`config.mk`:
```
export PLATFORM = sky130hd
export DESIGN_NAME = canopen_imu_frame_assembler
export DESIGN_NICKNAME = d
export VERILOG_FILES = /design/src/hw/rtl/coifa_pkg.sv /design/src/hw/rtl/canopen_imu_frame_assembler.sv /design/src/hw/rtl/coifa_decode.sv /design/src/hw/rtl/coifa_emit.sv
export SDC_FILE = /design/constraint.sdc
export NUM_CORES = 1
export LEC_CHECK = 0
export BUFFER_PORTS_ARGS = -buffer_cell sky130_fd_sc_hd__buf_2
export CORE_MARGIN = 2
export CORE_UTILIZATION = 55
export DETAILED_ROUTE_END_ITERATION = 12
export GPL_ROUTABILITY_DRIVEN = 1
export PLACE_DENSITY = 0.77
export SYNTH_ARGS = -nofsm -noshare
export SYNTH_HDL_FRONTEND = slang
export SYNTH_HIERARCHICAL = 1
export SYNTH_SLANG_ARGS = --single-unit
```
`constraint.sdc`:
```
create_clock -name clk -period 7.8 [get_ports clk]
set_clock_uncertainty 0.2 [all_clocks]
set_input_delay 2.34 -clock clk [delete_from_list [all_inputs] [get_ports clk]]
set_output_delay 2.34 -clock clk [all_outputs]
set_load 0.02 [all_outputs]
```
`src/hw/rtl/coifa_pkg.sv`:
```
// ---------------------------------------------------------------------------
// coifa_pkg
// Shared types, codes and helpers for the CANopen IMU frame assembler.
// ---------------------------------------------------------------------------
`timescale 1ns / 1ps
`default_nettype none

package coifa_pkg;

  localparam int IdentW   = 11;
  localparam int LenW     = 4;
  localparam int DataW    = 64;
  localparam int NodeW    = 7;
  localparam int CountW   = 16;
  localparam int NumGroup = 4;
  localparam int GrpW     = 2;
  localparam int HbW      = 8;
  localparam int InTdataW = 80;
  localparam int InTuserW = 3;
  localparam int OutTdataW = 80;
  localparam int OutTuserW = 3;

  localparam logic [IdentW-1:0] HeartbeatBase = 11'h700;
  localparam logic [IdentW-1:0] Pdo1Base      = 11'h180;
  localparam logic [IdentW-1:0] Pdo2Base      = 11'h280;
  localparam logic [IdentW-1:0] Pdo3Base      = 11'h380;
  localparam logic [IdentW-1:0] Pdo4Base      = 11'h480;
  localparam logic [LenW-1:0]   FullLen       = 4'd8;
  localparam logic [NumGroup-1:0] AllGroups   = 4'hf;
  localparam logic [CountW-1:0] MostNeg       = 16'h8000;
  localparam logic [CountW-1:0] MostPos       = 16'h7fff;

  typedef enum logic [2:0] {
    KIND_IGNORED   = 3'd0,
    KIND_HEARTBEAT = 3'd1,
    KIND_MALFORMED = 3'd2,
    KIND_STORED    = 3'd3,
    KIND_GROUP     = 3'd4
  } kind_t;

  typedef enum logic {
    CFG_NODE = 1'b0,
    CFG_FLIP = 1'b1
  } cfg_idx_t;

  // outcome of one frame
  typedef struct packed {
    kind_t           kind;
    logic [HbW-1:0]  hb_state;
    logic [GrpW-1:0] grp;
    logic            store_en;
    logic            complete;
  } dec_t;

  function automatic logic [CountW-1:0] negate_sat(input logic [CountW-1:0] raw);
    logic [CountW-1:0] neg;
    neg = CountW'(~raw + 1'b1);
    return (raw == MostNeg) ? MostPos : neg;
  endfunction

  // four counts of one group, value a in the low bits; acceleration is
  // group 0 (a, b, c), quaternion xyz is group 3 (b, c, d)
  function automatic logic [DataW-1:0] format_group(input logic [DataW-1:0] word,
                                                    input logic [GrpW-1:0]  grp,
                                                    input logic             flip);
    logic [DataW-1:0] res;
    res = word;
    if (flip && grp == 2'd0) begin
      res[15:0]  = negate_sat(word[15:0]);
      res[31:16] = negate_sat(word[31:16]);
      res[47:32] = negate_sat(word[47:32]);
    end else if (flip && grp == 2'd3) begin
      res[31:16] = negate_sat(word[31:16]);
      res[47:32] = negate_sat(word[47:32]);
      res[63:48] = negate_sat(word[63:48]);
    end
    return res;
  endfunction

endpackage

`default_nettype wire

```
`src/hw/rtl/canopen_imu_frame_assembler.sv`:
```
// ---------------------------------------------------------------------------
// canopen_imu_frame_assembler
// Decodes CANopen heartbeat and four-PDO IMU frames into result records.
// ---------------------------------------------------------------------------
// Channel  Dir  tdata (low bit up)                        tuser / tlast
// s_*      in   frame_ident, length_code, payload, zeros  extended, remote, error
// m_*      out  node_state, group_index, value_a..d       kind / last
// cfg_*    in   cfg_index selects node_number or flip_axes, cfg_data
//
// One cycle per frame, m_tready high, via the input and result registers.
// A frame completing a sample gives four beats, one per cycle while m_tready
// is high, and the next frame waits in the input register meanwhile.
// Reset clears received mask, valid flags and flip_axes, sets node_number 1.
// m_tready low holds the result and, once the input register fills, s_tready.
// ---------------------------------------------------------------------------
`timescale 1ns / 1ps
`default_nettype none

module canopen_imu_frame_assembler (
  input  wire logic                              clk,
  input  wire logic                              rst,
  input  wire logic                              s_tvalid,
  output logic                                   s_tready,
  // frame_ident[10:0], length_code[14:11], payload[78:15]
  input  wire logic [coifa_pkg::InTdataW-1:0]    s_tdata,
  // extended_flag[0], remote_flag[1], error_flag[2]
  input  wire logic [coifa_pkg::InTuserW-1:0]    s_tuser,
  output logic                                   m_tvalid,
  input  wire logic                              m_tready,
  // node_state[7:0], group_index[9:8], value_a[25:10], value_b[41:26],
  // value_c[57:42], value_d[73:58]
  output logic [coifa_pkg::OutTdataW-1:0]        m_tdata,
  // kind[2:0]
  output logic [coifa_pkg::OutTuserW-1:0]        m_tuser,
  output logic                                   m_tlast,
  input  wire logic                              cfg_we,
  input  wire logic                              cfg_index,
  input  wire logic [coifa_pkg::NodeW-1:0]       cfg_data
);

  logic                           in_valid;
  logic [coifa_pkg::IdentW-1:0]   in_ident;
  logic [coifa_pkg::LenW-1:0]     in_len;
  logic [coifa_pkg::DataW-1:0]    in_payload;
  logic [coifa_pkg::InTuserW-1:0] in_flags;
  logic [coifa_pkg::NodeW-1:0]    node_number;
  logic                           flip_axes;
  logic                           take;
  logic [coifa_pkg::NumGroup-1:0] mask;
  coifa_pkg::dec_t                dec;
  coifa_pkg::kind_t               out_kind;
  logic [coifa_pkg::HbW-1:0]      out_hb;
  logic [coifa_pkg::GrpW-1:0]     out_grp;
  logic [coifa_pkg::DataW-1:0]    out_vals;

  assign s_tready = !in_valid || take;

  always_ff @(posedge clk) begin
    if (rst) begin
      in_valid <= 1'b0;
    end else if (s_tready) begin
      in_valid <= s_tvalid;
    end
  end

  always_ff @(posedge clk) begin
    if (s_tready && s_tvalid) begin
      in_ident   <= s_tdata[10:0];
      in_len     <= s_tdata[14:11];
      in_payload <= s_tdata[78:15];
      in_flags   <= s_tuser;
    end
  end

  always_ff @(posedge clk) begin
    if (rst) begin
      node_number <= coifa_pkg::NodeW'(1);
      flip_axes   <= 1'b0;
    end else if (cfg_we) begin
      unique case (coifa_pkg::cfg_idx_t'(cfg_index))
        coifa_pkg::CFG_NODE: node_number <= cfg_data;
        coifa_pkg::CFG_FLIP: flip_axes   <= cfg_data[0];
        default: ;
      endcase
    end
  end

  coifa_decode u_decode (
    .ident    (in_ident),
    .ext_flag (in_flags[0]),
    .rtr_flag (in_flags[1]),
    .err_flag (in_flags[2]),
    .len      (in_len),
    .payload  (in_payload),
    .node     (node_number),
    .mask     (mask),
    .dec      (dec)
  );

  coifa_emit u_emit (
    .clk       (clk),
    .rst       (rst),
    .in_valid  (in_valid),
    .dec       (dec),
    .payload   (in_payload),
    .flip      (flip_axes),
    .take      (take),
    .mask      (mask),
    .out_valid (m_tvalid),
    .out_ready (m_tready),
    .out_kind  (out_kind),
    .out_hb    (out_hb),
    .out_grp   (out_grp),
    .out_vals  (out_vals),
    .out_last  (m_tlast)
  );

  assign m_tdata = {6'b0, out_vals, out_grp, out_hb};
  assign m_tuser = out_kind;

endmodule

`default_nettype wire

```
`src/hw/rtl/coifa_decode.sv`:
```
// ---------------------------------------------------------------------------
// coifa_decode
// Classifies a registered CAN frame against this node's objects.
// ---------------------------------------------------------------------------
`timescale 1ns / 1ps
`default_nettype none

module coifa_decode (
  input  wire logic [coifa_pkg::IdentW-1:0]   ident,
  input  wire logic                           ext_flag,
  input  wire logic                           rtr_flag,
  input  wire logic                           err_flag,
  input  wire logic [coifa_pkg::LenW-1:0]     len,
  input  wire logic [coifa_pkg::DataW-1:0]    payload,
  input  wire logic [coifa_pkg::NodeW-1:0]    node,
  input  wire logic [coifa_pkg::NumGroup-1:0] mask,
  output coifa_pkg::dec_t                     dec
);

  logic [coifa_pkg::IdentW-1:0]   node_ext;
  logic                           pad_bad;
  logic [coifa_pkg::NumGroup-1:0] mask_new;
  logic                           is_pdo;
  logic [coifa_pkg::GrpW-1:0]     grp;

  assign node_ext = {{(coifa_pkg::IdentW - coifa_pkg::NodeW){1'b0}}, node};

  // any nonzero byte inside the declared length, past the state byte
  always_comb begin
    pad_bad = 1'b0;
    for (int i = 1; i < 8; i++) begin
      if (coifa_pkg::LenW'(i) < len && payload[8*i +: 8] != 8'h00) pad_bad = 1'b1;
    end
  end

  always_comb begin
    is_pdo = 1'b1;
    grp    = 2'd0;
    if (ident == coifa_pkg::Pdo1Base + node_ext) begin
      grp = 2'd0;
    end else if (ident == coifa_pkg::Pdo2Base + node_ext) begin
      grp = 2'd1;
    end else if (ident == coifa_pkg::Pdo3Base + node_ext) begin
      grp = 2'd2;
    end else if (ident == coifa_pkg::Pdo4Base + node_ext) begin
      grp = 2'd3;
    end else begin
      is_pdo = 1'b0;
    end
  end

  assign mask_new = mask | (coifa_pkg::NumGroup'(1) << grp);

  always_comb begin
    dec = '{kind: coifa_pkg::KIND_IGNORED, hb_state: '0, grp: '0,
            store_en: 1'b0, complete: 1'b0};
    if (ext_flag || rtr_flag || err_flag) begin
      dec.kind = coifa_pkg::KIND_IGNORED;
    end else if (ident == coifa_pkg::HeartbeatBase + node_ext) begin
      if (len == '0 || len > coifa_pkg::FullLen || pad_bad) begin
        dec.kind = coifa_pkg::KIND_MALFORMED;
      end else begin
        dec.kind     = coifa_pkg::KIND_HEARTBEAT;
        dec.hb_state = payload[7:0];
      end
    end else if (is_pdo) begin
      if (len != coifa_pkg::FullLen) begin
        dec.kind = coifa_pkg::KIND_MALFORMED;
      end else begin
        dec.store_en = 1'b1;
        dec.grp      = grp;
        dec.complete = (mask_new == coifa_pkg::AllGroups);
        dec.kind     = dec.complete ? coifa_pkg::KIND_GROUP : coifa_pkg::KIND_STORED;
      end
    end
  end

endmodule

`default_nettype wire

```
`src/hw/rtl/coifa_emit.sv`:
```
// ---------------------------------------------------------------------------
// coifa_emit
// Group store, received mask and result register with sample-group burst.
// ---------------------------------------------------------------------------
`timescale 1ns / 1ps
`default_nettype none

module coifa_emit (
  input  wire logic                            clk,
  input  wire logic                            rst,
  input  wire logic                            in_valid,
  input  wire coifa_pkg::dec_t                 dec,
  input  wire logic [coifa_pkg::DataW-1:0]     payload,
  input  wire logic                            flip,
  output logic                                 take,
  output logic [coifa_pkg::NumGroup-1:0]       mask,
  output logic                                 out_valid,
  input  wire logic                            out_ready,
  output coifa_pkg::kind_t                     out_kind,
  output logic [coifa_pkg::HbW-1:0]            out_hb,
  output logic [coifa_pkg::GrpW-1:0]           out_grp,
  output logic [coifa_pkg::DataW-1:0]          out_vals,
  output logic                                 out_last
);

  logic [coifa_pkg::DataW-1:0] store [coifa_pkg::NumGroup];
  logic [coifa_pkg::GrpW-1:0]  beat_next;
  logic [coifa_pkg::DataW-1:0] first_word;

  // result register frees up this cycle: empty, or its final beat leaves
  assign take = in_valid && (!out_valid || (out_ready && out_last));

  assign beat_next  = out_grp + 2'd1;
  // group 0 may be the frame being stored right now
  assign first_word = (dec.grp == 2'd0) ? payload : store[0];

  always_ff @(posedge clk) begin
    if (take && dec.store_en) begin
      store[dec.grp] <= payload;
    end
  end

  always_ff @(posedge clk) begin
    if (rst) begin
      mask      <= '0;
      out_valid <= 1'b0;
    end else begin
      if (take && dec.store_en) begin
        mask <= dec.complete ? '0 : (mask | (coifa_pkg::NumGroup'(1) << dec.grp));
      end
      if (take) begin
        out_valid <= 1'b1;
      end else if (out_ready && out_last) begin
        out_valid <= 1'b0;
      end
    end
  end

  always_ff @(posedge clk) begin
    if (take) begin
      out_kind <= dec.kind;
      out_hb   <= dec.hb_state;
      if (dec.complete) begin
        out_grp  <= 2'd0;
        out_vals <= coifa_pkg::format_group(first_word, 2'd0, flip);
        out_last <= 1'b0;
      end else begin
        out_grp  <= dec.grp;
        out_vals <= '0;
        out_last <= 1'b1;
      end
    end else if (out_valid && out_ready && !out_last) begin
      // next beat of a sample; the store is frozen until the burst ends
      out_grp  <= beat_next;
      out_vals <= coifa_pkg::format_group(store[beat_next], beat_next, flip);
      out_last <= (beat_next == 2'd3);
    end
  end

endmodule

`default_nettype wire

```
==> results by group, run 1 <==
Timing
  • Tmin final: ~6 ns
  • RSZ-0062 raised after global routing: no
  • Worst max-slew margin expressed relative to the limit: roughly 18%
  • Final TNS setup: 0 ns
  • Least setup slack across all paths after layout: approximately 1.7 ns
  • Slew at the pin closest to its max-slew limit: approximately 1.2 ns
  • Achievable Freq: ~160 MHz
  • Period utilization: 78.3%
  • Final Max Slew Viols: 0
  • Final hold viol count: 0
  • Finish-stage setup viols: 0

Die
  • X dimension of the die: between 150 and 200 um
  • DIE AREA: about 38000 um^2
  • Cell row count: roughly 70
  • Starting density of the core: about 56%
  • Ports placed on the boundary: roughly 180
  • Core region area: 35700 um^2
  • Die height: around 200 um

Clock network
  • Clock tree sinks: 430
  • Clock latency reported for the late side of the worst-skew pair: 0.57 ns
  • Count of buffers added by post-CTS timing repair for setup: 0
  • Number of hold-repair buffers added at the cts stage: 0
  • Maximum number of buffers from clock root to sink: 3
  • Clock buffers created by TritonCTS: 44
  • TritonCTS clock tree: done
  • Post-cts gate resize count: 0
  • CTS Root Buffer Type: sky130_fd_sc_hd__clkbuf_16
  • H-tree levels: 2
  • Clock-pin slew of the registers on the worst-case setup and hold paths: approximately 0.06 ns

Placed design
  • GPL Wtd Cong: ~0.87
  • Post-detailed-placement half-perimeter wirelength: roughly 31000 um
  • Worst slack, placed: about 1.8 ns
  • Port bufs: approximately 170
  • Placed instance count: ~2000

Synthesis
  • #FFs+latches synth: 430
  • Area contributors post-synth: sky130_fd_sc_hd__edfxtp_1 (62%), sky130_fd_sc_hd__mux4_2 (5.8%), sky130_fd_sc_hd__mux2i_1 (2.9%)
  • Mean instance size in the synthesized netlist: about 14 um^2
  • Area of the mapped netlist: around 20000 um^2
  • Post-synth top area share: between 60% and 70%
  • Post-synth EDFFs: approximately 420
  • Number of distinct library cells after synthesis: 94
  • Fraction of synthesis flops using an asynchronous set or reset pin: 0%
  • Dominant cell by count in the synthesized netlist: sky130_fd_sc_hd__edfxtp_1
  • Count of mapped cells out of synthesis: between 1000 and 1500
  • Primary FF master, synth: sky130_fd_sc_hd__edfxtp_1
  • Sequential area share after synthesis: 63.6%
  • Top cells by instance count after synthesis: sky130_fd_sc_hd__edfxtp_1 (416), sky130_fd_sc_hd__nand2_1 (83), sky130_fd_sc_hd__a21oi_1 (75)
  • Largest area contributor in the netlist: sky130_fd_sc_hd__edfxtp_1
  • Warnings, synthesis: 6

Global routing
  • Total grt overflow: 0
  • Overall routing resource usage: approximately 25%
  • Maximum number of pins on one net before global-route repair: 53
  • Vias in the first global route: roughly 13000
  • Wire length of the first global-routing pass: ~73000 um
  • Number of antenna violations at the first check in global routing: 0

Worst setup path
  • Startpoint of the worst setup timing path: m_tready
  • Worst R2R Start: in_ident[0]
  • Category of the critical setup timing path: in2out
  • Largest fanout on the critical path: 16
  • Critical-path cell with the highest stage delay: sky130_fd_sc_hd__a21boi_0
  • Cell chain of the critical path: buf_2, a21boi_0, nand2b_1, inv_2, nand2b_1, buf_2
  • Cell family with the largest share of critical-path delay: buffers and inverters
  • Startpoint kind of the worst setup timing path: input port
  • Setup crit end kind: output port
  • Maximum single-stage delay on the critical path: about 0.25 ns
  • Critical path data required time: between 5 and 6 ns
  • Buffers plus inverters on the worst setup path: 3
  • Arrival @ worst endpoint: ~3.6 ns

Run status
  • Run status: finished clean

Detailed routing
  • DRC marker count from the first detailed-route iteration: ~1400
  • Detail Route Antenna Nets: 0
  • Routed wire per std cell: between 20 and 25 um
  • Total via count in the routed design: around 13000
  • Pre-Repair DR Iteration Count: 7
  • Vias per Instance: 6.39
  • Number of design rule violations left after detail routing: 0
  • Final wirelength: between 40000 and 50000 um

Pwr
  • Leakage power summed over all cells: approximately 0.0080 uW
  • Largest vdd supply drop: between 0.15 and 0.2 mV
  • Power density over cell area: between 200 and 250 nW/um^2
  • PnR Total Power: 5500 uW

Cells and area
  • Share of cells above drive strength 1: 22.9%
  • Antenna fix cells: 0
  • Post-route non-filler standard cell count: between 2000 and 2500
  • Synthesis-to-layout area growth: 13.8%
  • Core occupancy in the finished layout: ~64%
  • Number of fill cells: 2633
  • Post-layout net count: 1678

Min path
  • Class of the tightest hold or removal check: reg2reg
  • Hold path start: node_number[2]

Job
  • Max-cap violations: 0
-- cell families after synthesis --
kind of cell	count (synthesis)	synth area share [%]
DFF	430	63.6
and+or+nand+nor	355	9.65
AOI/OAI and AO/OA	311	10.2
muxes	129	10.7
buffers and inverters	108	2.64
xor gates and xnor gates	64	2.83
adders and majority gates	6	0.374
other	1	0.0187
-- layout make-up --
cell class                 count  area (um^2)  area share (%)
clock inverter                26          267            1.17
tap                          461          577            2.53
inverter                      32          120           0.526
clock buffer                  56         1200            5.24
multi-input combinational    871         6850            30.0
sequential                   430        12800            55.9
timing repair buffer         197         1060            4.62
-- through the flow --
stage | cell area, um^2 | hold slack, ns
2_1_floorplan | 20100 | 0.241
3_3_place_gp | 21400 | 0.264
3_5_place_dp | 21400 | 0.272
4_1_cts | 22800 | 0.283
5_1_grt | 22800 | 0.296
6_report | 22800 | 0.278
-- per-layer routing --
| metal | track usage [%] | wire length (um) | share of wire [%] |
|---|---|---|---|
| met4 | 8.96 | 1290 | 2.7 |
| met2 | 38.9 | 22100 | 46 |
| met5 | 0 | 0 | 0 |
| met3 | 4.77 | 4380 | 9.2 |
| met1 | 35.7 | 20000 | 42 |
-- layout by cell type, fill, tap and decap left out, types with 10 or more instances in the layout --
cell,synthesis,layout
sky130_fd_sc_hd__edfxtp_1,416,416
sky130_fd_sc_hd__clkinv_2,0,11
sky130_fd_sc_hd__o31ai_1,16,16
sky130_fd_sc_hd__mux4_1,12,12
sky130_fd_sc_hd__clkbuf_16,0,45
sky130_fd_sc_hd__a31oi_1,23,23
sky130_fd_sc_hd__o21ai_0,58,57
sky130_fd_sc_hd__o21a_1,10,10
sky130_fd_sc_hd__nand3_1,22,22
sky130_fd_sc_hd__mux2i_1,59,59
sky130_fd_sc_hd__nor2_1,67,62
sky130_fd_sc_hd__nand2b_1,14,14
sky130_fd_sc_hd__nor4_1,25,24
sky130_fd_sc_hd__xor2_1,23,23
sky130_fd_sc_hd__mux4_2,52,52
sky130_fd_sc_hd__nor3_1,44,43
sky130_fd_sc_hd__o211ai_1,15,15
sky130_fd_sc_hd__or4_1,14,14
sky130_fd_sc_hd__xnor2_1,40,40
sky130_fd_sc_hd__nand2_1,83,83
sky130_fd_sc_hd__o22ai_1,12,12
sky130_fd_sc_hd__inv_1,32,31
sky130_fd_sc_hd__a21oi_1,75,74
sky130_fd_sc_hd__buf_4,9,22
sky130_fd_sc_hd__a22oi_1,12,12
sky130_fd_sc_hd__o21ai_1,27,28
sky130_fd_sc_hd__nand4_1,10,10
sky130_fd_sc_hd__dfxtp_1,14,14
sky130_fd_sc_hd__buf_2,15,174
-- flip-flops by register name, indices dropped and copies added (netlist names) --
register	count
u_emit/out_kind	3
u_emit/mask	4
in_payload	64
flip_axes	1
u_emit/out_valid	1
u_emit/out_last	1
node_number	7
in_ident	11
u_emit/store	256
in_flags	3
in_len	4
u_emit/out_vals	64
u_emit/out_grp	2
in_valid	1
u_emit/out_hb	8
-- final timing paths --
kind / endpoint / slack [ns] / depth (start not counted)
worst max register to register: u_emit/out_vals[11] / 2.37 / 14
worst max-delay path: s_tready / 1.69 / 6
worst min register to register: node_number[2] / 0.28 / 2
worst min-delay path: node_number[2] / 0.28 / 2
-- tightest hold or removal path, delay by kind of cell, from the launching register on --
kind / cells / cell delay, ns
AOI/OAI and AO/OA: 1 / 0.05
DFF: 1 / 0.32
and+or+nand+nor: 1 / 0.07
-- report_power, final --
group,internal [uW],switching (uW)
combinational,259,426
sequential,2640,64.5
clock,1260,850
Power figures use the tool's default switching activity.
==> inputs of run 2 (changes only) <==
--- a/config.mk
+++ b/config.mk
@@ -7,10 +7,10 @@
 export LEC_CHECK = 0
 export BUFFER_PORTS_ARGS = -buffer_cell sky130_fd_sc_hd__buf_2
 export CORE_MARGIN = 2
-export CORE_UTILIZATION = 55
+export CORE_UTILIZATION = 54
 export DETAILED_ROUTE_END_ITERATION = 12
 export GPL_ROUTABILITY_DRIVEN = 1
-export PLACE_DENSITY = 0.77
+export PLACE_DENSITY = 0.78
 export SYNTH_ARGS = -nofsm -noshare
 export SYNTH_HDL_FRONTEND = slang
 export SYNTH_HIERARCHICAL = 1
==> constraint.sdc (replaced) <==
create_clock -name clk -period 5.2 [get_ports clk]
set_clock_uncertainty 0.2 [all_clocks]
set_input_delay 1.56 -clock clk [delete_from_list [all_inputs] [get_ports clk]]
set_output_delay 1.56 -clock clk [all_outputs]
set_load 0.02 [all_outputs]
==> run 2 against run 1 <==
Compared with the run above:
- register-to-register slack got worse by 2.0 ns
- hold slack improved by 0.0033 ns
- combinational power increased by 52%
- critical path depth increased by 6
- largest power group unchanged
- setup slack got worse by 1.4 ns
==> results by group, run 2 (same netlist as run 1, synthesis figures left out) <==
Worst setup path
  • Setup crit end kind: flop
  • Cell chain of the critical path: xnor2_1, and4_4, nand3_1, or4_1, nor3_2, nor2_4, o31ai_1, nand2_1, or4b_1, nor2_2, o21ai_0, a32oi_1
  • Critical-path cell with the highest stage delay: sky130_fd_sc_hd__or4_1
  • Critical path data required time: 5.36 ns (+0.10 ns)
  • Worst Reg-to-Reg Cells: 12 (-2)
  • Largest fanout on the critical path: 18 (+2)
  • Maximum single-stage delay on the critical path: 0.64 ns (+0.39 ns)
  • Category of the critical setup timing path: reg2reg
  • Arrival @ worst endpoint: 5.03 ns (+1.46 ns)
  • Startpoint kind of the worst setup timing path: flop

Pwr
  • PnR Total Power: 8100 uW (+47%)
  • Psw: 2010 uW (+50%)
  • Internal Power: 6090 uW (+46%)
  • Sequential group share of total power: 50.2% (+0.9 points)
  • Logic gate share of total power: 12.8% (+0.4 points)
  • Largest vdd supply drop: 0.218 mV (+9.5%)
  • Power density over cell area: 355 nW/um^2 (+47%)
  • Proportion of total power due to net switching: 24.8% (+0.40 points)
  • Leakage power summed over all cells: 0.00800 uW (-0.30%)
  • Clock network fraction of design power: 37.0% (-1.3 points)

Timing
  • Tmin final: 4.87 ns
  • Achievable Freq: around 210 MHz
  • Period utilization: a little over nine tenths
  • Worst max-slew margin expressed relative to the limit: 26.1% (+8.1 points)
  • Slew at the pin closest to its max-slew limit: 1.10 ns (-0.127 ns)
  • RSZ-0062 raised after global routing: no
  • Least setup slack across all paths after layout: 0.329 ns (-1.36 ns)
  • Final Max Slew Viols: 0 (unchanged)
  • Finish-stage setup viols: 0 (unchanged)
  • Final hold viol count: 0 (unchanged)

Cells and area
  • Post-layout net count: 1682 (+0.24%)
  • Most common cell after layout, fill and taps aside: sky130_fd_sc_hd__edfxtp_1
  • Share of cells above drive strength 1: 22.7% (-0.20 points)
  • Registers with the most flip-flops: u_emit/store x256, in_payload x64, u_emit/out_vals x64
  • Largest reg by FF count: u_emit/store
  • Number of flip-flops under the largest register name: 256 (unchanged)
  • Highest-count cells in the layout ignoring fill and taps: sky130_fd_sc_hd__edfxtp_1 (416), sky130_fd_sc_hd__buf_2 (174), sky130_fd_sc_hd__nand2_1 (83)
  • Synthesis-to-layout area growth: 13.8% (unchanged)

Detailed routing
  • Total via count in the routed design: 13200 (-0.23%)
  • Routed wire per std cell: 23.2 um (+0.64%)
  • Pre-Repair DR Iteration Count: 6 (-1)
  • Detail Route Antenna Nets: 0 (unchanged)
  • Vias per Instance: 6.35 (-0.66%)
  • Final wirelength: 48300 um (+1.1%)
  • DRC marker count from the first detailed-route iteration: 1372 (-1.0%)
  • Number of design rule violations left after detail routing: 0 (unchanged)

Job
  • Max-cap violations: 0 (unchanged)

Clock network
  • Post-cts gate resize count: 0 (unchanged)
  • Clock latency reported for the late side of the worst-skew pair: 0.57 ns (about the same)
  • Clock tree sinks: 430 (unchanged)
  • Clock-pin slew of the registers on the worst-case setup and hold paths: 0.06 ns (about the same)
  • CTS Root Buffer Type: sky130_fd_sc_hd__clkbuf_16
  • Maximum number of buffers from clock root to sink: 3 (unchanged)
  • H-tree levels: 2 (unchanged)
  • Number of hold-repair buffers added at the cts stage: 0 (unchanged)
  • Count of buffers added by post-CTS timing repair for setup: 0 (unchanged)
  • Clock buffers created by TritonCTS: 44 (unchanged)
  • TritonCTS clock tree: done

Die
  • Starting density of the core: 54.8% (-1.3 points)
  • Die height: 197 um (+0.90%)
  • Ports placed on the boundary: 182 (unchanged)
  • Core region area: 36600 um^2 (+2.4%)
  • Cell row count: 70 (+1.4%)
  • X dimension of the die: 197 um (+0.90%)
  • DIE AREA: 38700 um^2 (+1.8%)

Placed design
  • Post-detailed-placement half-perimeter wirelength: 31600 um (+1.2%)
  • Worst slack, placed: 0.150 ns (-1.60 ns)
  • Port bufs: 174 (unchanged)
  • GPL Wtd Cong: 0.873 (+0.48%)

Run status
  • Run status: finished clean

Global routing
  • Met3 capacity usage during global routing: 5.77% (+1.0 points)
  • Total grt overflow: 0 (unchanged)
  • Vias in the first global route: 12900 (-0.070%)
  • Met2 GRT Util: 39.6% (+0.70 points)
  • Wire length of the first global-routing pass: 73700 um (+0.78%)
  • Number of antenna violations at the first check in global routing: 2 (+2)
  • Busiest metal layer after global routing: met2
  • GR Layer Usage met1: 33.8% (-1.9 points)
  • Overall routing resource usage: 25.0% (+0.033 points)
  • Maximum number of pins on one net before global-route repair: 74 (+40%)

Min path
  • Class of the tightest hold or removal check: reg2reg
  • Worst hold stages: 1 (-1)
run 2: critical path: cells and delay by family (launching register included):
kind | cells | cell delay (ns)
AND/OR/NAND/NOR | 8 | 2.84
AO/OA/AOI/OAI | 3 | 1.01
flip-flops | 1 | 0.38
XOR/XNOR | 1 | 0.20
run 2: final cells by class:
cell class              count  area [um^2]
multi-input cells         871         6860
flip-flops and latches    430        12800
repair buffers            201         1140
fillers                  2706        13800
diodes                      1         2.50
clock buffers              58         1200
well taps                 468          586
clock inverters            21          163
inverters                  32          120
run 2: final timing paths:
path,start,endpoint,slack (ns)
setup / recovery,in_ident[0],u_emit/out_vals[1],0.33
hold / removal,u_emit/mask[2],u_emit/mask[2],0.28
setup reg to reg,in_ident[0],u_emit/out_vals[1],0.33
hold reg to reg,u_emit/mask[2],u_emit/mask[2],0.28
run 2: power groups by stage:
| stage | clock [uW] | combinational [uW] | sequential [uW] |
|---|---|---|---|
| 6_report | 3000 | 1040 | 4060 |
| 3_5_place_dp | 0 | 1030 | 4140 |
| 2_1_floorplan | 0 | 639 | 4200 |
| 5_1_grt | 3190 | 1110 | 4080 |
| 3_3_place_gp | 0 | 1010 | 4130 |
| 4_1_cts | 3070 | 1030 | 4070 |
run 2: metal layers:
layer / routed length [um] / part of all wire (%)
met2: 22500 / 47
met1: 19400 / 40
met5: 13 / 0.027
met3: 4810 / 10
met4: 1640 / 3.4
run 2: metrics by stage:
step | cell area [um^2] | std cells | hold WS, ns | utilization, % | TNS, ns
after floorplan | 20100 | 1409 | 0.241 | - | -111.15
after global placement | 21500 | 2002 | 0.266 | 58.6 | 0
after detailed placement | 21500 | 2002 | 0.257 | 58.6 | 0
after CTS | 22800 | 2081 | 0.279 | 62.4 | 0
after global routing | 22800 | 2081 | 0.307 | 62.4 | 0
final | 22800 | 2082 | 0.282 | 62.4 | 0
